$ cat config.mk
export PLATFORM = sky130hd
export DESIGN_NAME = well_plate_led_frame_controller
export DESIGN_NICKNAME = d
export VERILOG_FILES = /design/src/rtl/wplfc_pkg.sv /design/src/rtl/well_plate_led_frame_controller.sv /design/src/rtl/wplfc_in_reg.sv /design/src/rtl/wplfc_engine.sv
export VERILOG_INCLUDE_DIRS = /design/src /design/src/rtl
export SDC_FILE = /design/constraint.sdc
export NUM_CORES = 1
export LEC_CHECK = 0
export BUFFER_PORTS_ARGS = -buffer_cell sky130_fd_sc_hd__buf_2
export CAP_MARGIN = 20
export CORE_MARGIN = 2
export CORE_UTILIZATION = 29
export CTS_CLUSTER_DIAMETER = 30
export DETAILED_ROUTE_END_ITERATION = 8
export HOLD_SLACK_MARGIN = 0.03
export SLEW_MARGIN = 40
export SYNTH_ARGS = -nofsm -noshare
export SYNTH_HDL_FRONTEND = slang
export SYNTH_HIERARCHICAL = 1
export SYNTH_SLANG_ARGS = --single-unit
$ cat constraint.sdc
create_clock -name clk -period 8.4 [get_ports clk]
set_input_delay 1.26 -clock clk [delete_from_list [all_inputs] [get_ports clk]]
set_output_delay 1.26 -clock clk [all_outputs]
set_load 0.05 [all_outputs]
$ cat src/rtl/well_plate_led_frame_controller_assert.svh
// Assertion macros for the well plate LED frame controller
`ifndef WELL_PLATE_LED_FRAME_CONTROLLER_ASSERT_SVH
`define WELL_PLATE_LED_FRAME_CONTROLLER_ASSERT_SVH

// check a property on the rising clock edge, off while reset is low
`define WPLFC_ASSERT(lbl, clk_s, rst_n_s, prop, msg) \
	lbl: assert property (@(posedge clk_s) disable iff (!rst_n_s) prop) \
		else $error(msg);

// same check on the block's own clock and reset
`define WPLFC_ASSERT_CLK(lbl, prop, msg) \
	`WPLFC_ASSERT(lbl, clk, arst_n, prop, msg)

`endif

$ cat src/rtl/wplfc_pkg.sv
// Types and constants shared by the well plate LED frame controller
`default_nettype none
package wplfc_pkg;

	localparam int ROWS        = 8;
	localparam int COLUMNS     = 12;
	localparam int FRAME_W     = ROWS * COLUMNS;
	localparam int ROW_W       = $clog2(ROWS);
	localparam int ROW_IDX_W   = 5;
	localparam int COL_NUM_W   = 4;
	localparam int EXPOSURE_W  = 17;
	localparam logic [EXPOSURE_W-1:0] EXPOSURE_RESET = 17'd1000;

	typedef enum logic [3:0] {
		KIND_TICK       = 4'd0,
		KIND_CLEAR_ALL  = 4'd1,
		KIND_SET_COLUMN = 4'd2,
		KIND_SET_ROW    = 4'd3,
		KIND_SET_WELL   = 4'd4,
		KIND_CLEAR_ROW  = 4'd5,
		KIND_CLEAR_COL  = 4'd6,
		KIND_REFRESH    = 4'd7,
		KIND_SELF_TEST  = 4'd8,
		KIND_RESTART    = 4'd9,
		KIND_LOAD_MASK  = 4'd10
	} kind_t;

	typedef struct packed {
		kind_t                  kind;
		logic [ROW_IDX_W-1:0]   row_index;
		logic [COL_NUM_W-1:0]   column_number;
		logic [FRAME_W-1:0]     mask;
	} item_t;

	typedef struct packed {
		logic                   status;
		logic [FRAME_W-1:0]     frame;
		logic                   scanning;
		logic [ROW_W-1:0]       shown_row;
	} result_t;

endpackage
`default_nettype wire

$ cat src/rtl/well_plate_led_frame_controller.sv
// Top level of the well plate LED frame controller
// Keeps a 96-bit LED frame for an 8 by 12 well plate (bit row*12+col) and a row exposure
// scan; every command or tick word in yields exactly one result word out, carrying status,
// the frame after the command and the scan position. A word passes through an input
// register and then the result register before its result word is presented;
// one word per cycle is sustained while m_tready stays high; the combinational update of
// frame and scan state between them sets that rate. exposure_ms is written through
// cfg_wen/cfg_wdata, to be written only while the block is idle, which the block does not
// enforce; exposure_ms resets to 1000, and restart clears the frame and scan but keeps it.
`default_nettype none
module well_plate_led_frame_controller
	import wplfc_pkg::*;
(
	input  wire logic                  clk,
	input  wire logic                  arst_n,
	input  wire logic                  cfg_wen,
	input  wire logic [EXPOSURE_W-1:0] cfg_wdata,   // exposure_ms
	input  wire logic                  s_tvalid,
	output logic                       s_tready,
	input  wire logic [111:0]          s_tdata,     // row_index, column_number, mask_low, mask_high
	input  wire logic [3:0]            s_tuser,     // kind
	output logic                       m_tvalid,
	input  wire logic                  m_tready,
	output logic [103:0]               m_tdata,     // frame_low, frame_high, scanning, shown_row
	output logic                       m_tuser      // status
);

	item_t   in_item;
	item_t   item;
	logic    item_valid;
	logic    item_ready;
	result_t res;

	assign in_item.kind          = kind_t'(s_tuser);
	assign in_item.row_index     = s_tdata[4:0];
	assign in_item.column_number = s_tdata[8:5];
	assign in_item.mask          = {s_tdata[104:73], s_tdata[72:9]};

	wplfc_in_reg u_in_reg (
		.clk        (clk),
		.arst_n     (arst_n),
		.in_valid   (s_tvalid),
		.in_ready   (s_tready),
		.in_item    (in_item),
		.item_valid (item_valid),
		.item_ready (item_ready),
		.item       (item)
	);

	wplfc_engine u_engine (
		.clk        (clk),
		.arst_n     (arst_n),
		.cfg_wen    (cfg_wen),
		.cfg_wdata  (cfg_wdata),
		.item_valid (item_valid),
		.item_ready (item_ready),
		.item       (item),
		.res_valid  (m_tvalid),
		.res_ready  (m_tready),
		.res        (res)
	);

	assign m_tdata = {4'b0000, res.shown_row, res.scanning, res.frame};
	assign m_tuser = res.status;

endmodule
`default_nettype wire

$ cat src/rtl/wplfc_in_reg.sv
// Input register stage of the well plate LED frame controller
`default_nettype none
module wplfc_in_reg
	import wplfc_pkg::*;
(
	input  wire logic  clk,
	input  wire logic  arst_n,
	input  wire logic  in_valid,
	output logic       in_ready,
	input  wire item_t in_item,
	output logic       item_valid,
	input  wire logic  item_ready,
	output item_t      item
);

	logic  valid_s1;
	item_t item_s1;

	assign in_ready   = !valid_s1 || item_ready;
	assign item_valid = valid_s1;
	assign item       = item_s1;

	always_ff @(posedge clk or negedge arst_n) begin
		if (!arst_n) begin
			valid_s1 <= 1'b0;
		end else if (in_valid && in_ready) begin
			valid_s1 <= 1'b1;
		end else if (item_ready) begin
			valid_s1 <= 1'b0;
		end
	end

	always_ff @(posedge clk) begin
		if (in_valid && in_ready) begin
			item_s1 <= in_item;
		end
	end

endmodule
`default_nettype wire

$ cat src/rtl/wplfc_engine.sv
// Frame and scan state update with result register
`default_nettype none
`include "well_plate_led_frame_controller_assert.svh"
module wplfc_engine
	import wplfc_pkg::*;
(
	input  wire logic                  clk,
	input  wire logic                  arst_n,
	input  wire logic                  cfg_wen,
	input  wire logic [EXPOSURE_W-1:0] cfg_wdata,
	input  wire logic                  item_valid,
	output logic                       item_ready,
	input  wire item_t                 item,
	output logic                       res_valid,
	input  wire logic                  res_ready,
	output result_t                    res
);

	logic [FRAME_W-1:0]    frame_q;
	logic                  scan_on_q;
	logic [ROW_W-1:0]      scan_row_q;
	logic [EXPOSURE_W-1:0] elapsed_q;
	logic [EXPOSURE_W-1:0] exposure_q;
	logic                  res_valid_q;
	result_t               res_q;

	logic [FRAME_W-1:0]    row_mask;
	logic [FRAME_W-1:0]    col_mask;
	logic [FRAME_W-1:0]    frame_n;
	logic                  scan_on_n;
	logic [ROW_W-1:0]      scan_row_n;
	logic [EXPOSURE_W-1:0] elapsed_n;
	logic [EXPOSURE_W-1:0] tick_sum;
	logic                  status_n;
	logic                  starts;
	logic                  adv;

	assign item_ready = !res_valid_q || res_ready;
	assign adv        = item_valid && item_ready;
	assign res_valid  = res_valid_q;
	assign res        = res_q;
	assign tick_sum   = elapsed_q + EXPOSURE_W'(1);

	always_comb begin
		for (int r = 0; r < ROWS; r++) begin
			for (int c = 0; c < COLUMNS; c++) begin
				row_mask[r*COLUMNS+c] = (item.row_index == ROW_IDX_W'(r));
				col_mask[r*COLUMNS+c] = (item.column_number == COL_NUM_W'(c + 1));
			end
		end
	end

	always_comb begin
		frame_n    = frame_q;
		scan_on_n  = scan_on_q;
		scan_row_n = scan_row_q;
		elapsed_n  = elapsed_q;
		status_n   = 1'b0;
		starts     = 1'b0;
		unique case (item.kind) inside
			KIND_TICK: begin
				if (scan_on_q) begin
					if (tick_sum >= exposure_q) begin
						elapsed_n = '0;
						if (scan_row_q == ROW_W'(ROWS - 1)) begin
							scan_on_n  = 1'b0;
							scan_row_n = '0;
							frame_n    = '0;
						end else begin
							scan_row_n = scan_row_q + ROW_W'(1);
						end
					end else begin
						elapsed_n = tick_sum;
					end
				end
			end
			KIND_CLEAR_ALL, KIND_SELF_TEST, KIND_RESTART: begin
				frame_n = '0;
			end
			KIND_SET_COLUMN: begin
				frame_n = frame_q | col_mask;
				starts  = 1'b1;
			end
			KIND_SET_ROW: begin
				frame_n = frame_q | row_mask;
				starts  = 1'b1;
			end
			KIND_SET_WELL: begin
				frame_n = frame_q | (row_mask & col_mask);
				starts  = 1'b1;
			end
			KIND_CLEAR_ROW: begin
				frame_n = frame_q & ~row_mask;
			end
			KIND_CLEAR_COL: begin
				frame_n = frame_q & ~col_mask;
			end
			KIND_REFRESH: begin
				frame_n = frame_q;
			end
			KIND_LOAD_MASK: begin
				frame_n = item.mask;
				starts  = 1'b1;
			end
			default: begin
				status_n = 1'b1;
			end
		endcase
		if (item.kind != KIND_TICK && !status_n) begin
			scan_on_n  = starts;
			scan_row_n = '0;
			elapsed_n  = '0;
		end
	end

	always_ff @(posedge clk or negedge arst_n) begin
		if (!arst_n) begin
			exposure_q <= EXPOSURE_RESET;
		end else if (cfg_wen) begin
			exposure_q <= cfg_wdata;
		end
	end

	always_ff @(posedge clk or negedge arst_n) begin
		if (!arst_n) begin
			frame_q    <= '0;
			scan_on_q  <= 1'b0;
			scan_row_q <= '0;
			elapsed_q  <= '0;
		end else if (adv) begin
			frame_q    <= frame_n;
			scan_on_q  <= scan_on_n;
			scan_row_q <= scan_row_n;
			elapsed_q  <= elapsed_n;
		end
	end

	always_ff @(posedge clk or negedge arst_n) begin
		if (!arst_n) begin
			res_valid_q <= 1'b0;
		end else if (adv) begin
			res_valid_q <= 1'b1;
		end else if (res_ready) begin
			res_valid_q <= 1'b0;
		end
	end

	always_ff @(posedge clk) begin
		if (adv) begin
			res_q.status    <= status_n;
			res_q.frame     <= frame_n;
			res_q.scanning  <= scan_on_n;
			res_q.shown_row <= scan_on_n ? scan_row_n : '0;
		end
	end

	`WPLFC_ASSERT_CLK(a_row_idle, !scan_on_q |-> scan_row_q == '0, "scan row set while idle")
	`WPLFC_ASSERT_CLK(a_ticks_idle, !scan_on_q |-> elapsed_q == '0, "tick count set while idle")
	`WPLFC_ASSERT_CLK(a_err_hold, (adv && status_n) |=> frame_q == $past(frame_q), "frame changed on error")
	`WPLFC_ASSERT_CLK(a_shown_idle, (res_valid_q && !res_q.scanning) |-> res_q.shown_row == '0, "shown row set while idle")

endmodule
`default_nettype wire
==> results list <==
- Number of buffer cells added on primary ports: 233
- After synthesis, the mean cell area works out to 9.93 µm².
- Leakage: 8.84 nW
- Global routing usage summed across all routing layers: 18.5%
- Cts bufs inserted: 71
- Leaving out filler cells and counting taps, the final layout contains 2797.
* Y dimension of the die: 250 µm
* Capturing element type of the critical path: register
* Maximum number of pins on one net before global-route repair: 108
- The top cell type by area accounts for 36.0% of the synthesized area.
- Summed over all nets, the half-perimeter wirelength after detailed placement is 40.8 mm.
- For this run, the leading register cell type out of synthesis is edfxtp_1.
- After routing, the total negative slack on setup checks comes to 0 ps.
- Distinct cell type count after synthesis: 67
- Critical path class: register to register
- Number of endpoints with negative hold slack in the final report: 0
- CP Data Arrival Time: 4490 ps
* Util after Layout: 36.4%
- Critical Path Fanout Max: 88
- In this run the number of H-tree levels came out at 3.
- Yosys mapped a number of flops with a built-in enable equal to 210.
- Net switching is 31.4% of the power.
- Across the run, the number of max-cap violations was 0.
* Run status: complete, no violations
- Power density over the cells: 279 mW/mm²
* Internal portion of total power: 4.19 mW
* Startpoint type of the worst setup path: register
- Chip width: 250 µm
- The clock passes through at most 3 buffers.
- Setup Slack @ Placement: 4250 ps
- Clock share of power: 45.1%
- Of all flip-flops after synthesis, the portion carrying an async set or reset was 39.3%.
* Dominant cell type by area after synthesis: edfxtp_1
- Final slew viol count: 0
- Counting instances, the worst hold path has a depth of 1.
- Final worst clock skew: 25.3 ps
* Final count of negative-setup-slack endpoints: 0
* Share of total power in sequential cells: 36.7%
* Hold_buf cts: 0
- Placer Congestion: 0.849
- After clock tree synthesis, the clock-pin slew on the worst setup and hold paths is 50 ps.
- Register-to-register setup slack: 4150 ps
- Static timing analysis puts the maximum clock frequency at 235 MHz.
* Final critical-path required period: 4250 ps
* Switching component of the power: 1.92 mW
- Class of the tightest hold or removal check: register to register
- Comb power frac: 18.2%
- ANT nets after route: 0
- The library cell used most frequently in the layout, excluding fill and tap cells, is a21oi_1.
- After detailed routing, the average wire length per cell comes to 21.4 µm.
- For this configuration, the core starts out at a cell density of 29.2%.
- In this run the critical register-to-register path is captured at u_engine/res[95]$_DFFE_PP_.
* Hold Path End: u_engine/elapsed_q[15]$_DFFE_PN0P_
* Iter 0 DRT Violations: 1643
* Standard-cell rows: 90
- Master cell of the clock root buffer: clkbuf_16
- In this run the post-CTS setup repair buffer count came out at 0.
- For this run, the detailed router's first-pass iteration total came to 8.
* Wire length of the first global-routing pass: 88.0 mm
* Final clock period utilization by the worst path: 50.6%
* Worst reg2reg startpoint: u_engine/elapsed_q[0]$_DFFE_PN0P_
* Register area share after synthesis: 55.5%
* Via total after detailed routing: 15230
- Worst slew pin tran: 874 ps
* Detail-routed via count per cell: 5.45
- Finished layout cell area: 0.0219 mm²
- For this run, design rule violations remaining after detail routing come to 0.
* Worst slew margin: 41.7%
* Yosys reg bits: 346
* Placed Cells: 2663
* Synth area leaders: edfxtp_1 (36%), dfrtp_1 (19%), a21oi_1 (11%)
- Area growth syn-to-layout: 24.8%
- Top-Level Pins: 245
* Unrepaired setup endpoints after global routing: no
- For the worst-skew pair, the clock arrives at the later sink with an insertion delay of 590 ps.
- Warnings from Yosys: 6
- CTS sink cnt: 346
- After detailed routing, the total wire length is 59.8 mm.
- The design draws 6.11 mW.
* TritonCTS clock tree: done
- After technology mapping, the gate count stands at 1765.
* Area of the mapped netlist: 0.0175 mm²
- Grt total ovfl: 0
* Fraction of final layout cells sized beyond drive strength 1: 22.6%
- At the worst endpoint, the required time is 8640 ps.
* Via count of the first global-routing pass: 14096
- The initial antenna violation count was 8.
- Across the VDD grid, the largest voltage drop is 0.000119 V.
* Fill cell total of the finished layout: 5919
- Worst Setup Slack, final: 4150 ps
- The startpoint identified for the worst hold timing path is u_engine/elapsed_q[15]$_DFFE_PN0P_.
- Top library cells by usage in the layout, fill and taps aside: a21oi_1 (396), nand2_1 (241), buf_2 (233), edfxtp_1 (210), o21ai_0 (197)
* Net total in the final layout: 2112
* Worst Reg2Reg Path Length in Cells: 12
- Area enclosed by the die boundary: 0.0624 mm²
- Hold timing on the final database bottoms out at a slack of 491 ps.
- Once the clock tree was built, the resizer swapped 0 gates to a different size.
* Dpl cell area: 0.0195 mm²
- Core Area: 0.0600 mm²
[cell families (layout without fill, tap and decap cells)]
logic type,Yosys count,in the layout,share of synthesized area [%]
AO/OA/AOI/OAI,771,771,26.7
multiplexers,5,5,0.314
AND/OR/NAND/NOR,437,437,11.0
buffers and inverters,169,413,4.31
flip-flops,346,346,55.5
other,1,7,0.0214
adder cells (fa/ha/maj),20,20,1.43
XOR/XNOR,16,16,0.800
[critical path: stages, from the launching register on]
cell	delay (ps)
dfrtp_1	430
ha_1	290
nand4_1	220
nor4_1	570
xor2_1	140
ha_1	330
nand4_1	160
nor3_1	230
a211o_1	290
a21oi_1	110
o21ai_4	140
buf_6	590
a21oi_1	300
[cells in the mapped netlist (10+ instances only)]
cell type / number
a21oi_1: 396
nand2_1: 241
edfxtp_1: 210
o21ai_0: 197
dfrtp_1: 130
nor2_1: 117
a221o_1: 96
clkbuf_1: 88
buf_2: 33
inv_1: 24
ha_1: 20
nand3_1: 14
nand2b_1: 12
buf_4: 10
xnor2_1: 10
[cell type report]
type,instances,area [µm²],area share [%]
clock inverter,48,464,2.12
timing repair buffer,258,1420,6.51
tap,782,978,4.47
clock buffer,83,1910,8.71
inverter,24,92.6,0.423
multi-input combinational,1253,7280,33.3
antenna,3,7.51,0.0343
sequential,346,9720,44.4
[worst max path at each step]
stage / startpoint / end / slack [ps] / cells after the start
2_1_floorplan: m_tready / u_engine/scan_row_q[1]$_DFFE_PN0P_ / 3190 / 7
6_report: u_engine/elapsed_q[0]$_DFFE_PN0P_ / u_engine/res[95]$_DFFE_PP_ / 4150 / 12
4_1_cts: u_engine/elapsed_q[0]$_DFFE_PN0P_ / u_engine/res[95]$_DFFE_PP_ / 4220 / 12
3_5_place_dp: u_engine/elapsed_q[0]$_DFFE_PN0P_ / u_engine/res[95]$_DFFE_PP_ / 4250 / 12
5_1_grt: u_engine/elapsed_q[0]$_DFFE_PN0P_ / u_engine/res[95]$_DFFE_PP_ / 3910 / 12
3_3_place_gp: u_engine/elapsed_q[0]$_DFFE_PN0P_ / u_engine/res[95]$_DFFE_PP_ / 4080 / 12
[sequential cells by signal, indices dropped and copies added (netlist names)]
| register | flops |
|---|---|
| u_engine/scan_on_q | 1 |
| u_engine/res | 101 |
| u_engine/elapsed_q | 17 |
| u_engine/frame_q | 96 |
| u_in_reg/item_valid | 1 |
| u_engine/res_valid | 1 |
| u_engine/exposure_q | 17 |
| u_engine/scan_row_q | 3 |
| u_in_reg/item | 109 |
[power by group through the flow]
| stage | Sequential (mW) | Combinational (mW) | Clock (mW) |
|---|---|---|---|
| floorplan | 2.45 | 0.553 | 0 |
| global placement | 2.25 | 1.06 | 0 |
| detailed placement | 2.27 | 1.09 | 0 |
| CTS | 2.24 | 1.10 | 2.80 |
| global route | 2.27 | 1.20 | 2.89 |
| finish | 2.24 | 1.11 | 2.76 |
[per-layer routing]
| layer | vias to the layer above | part of all wire [%] | GRT usage [%] | wire length, µm |
|---|---|---|---|---|
| li1 | 6937 | - | - | - |
| met4 | 12 | 3.3 | 7.99 | 1980 |
| met5 | - | 0.13 | 0 | 77 |
| met1 | 7394 | 45 | 26.8 | 26700 |
| met3 | 126 | 8.9 | 3.89 | 5330 |
| met2 | 761 | 43 | 26.4 | 25700 |
Note: power is estimated with default switching activity, not from simulation.
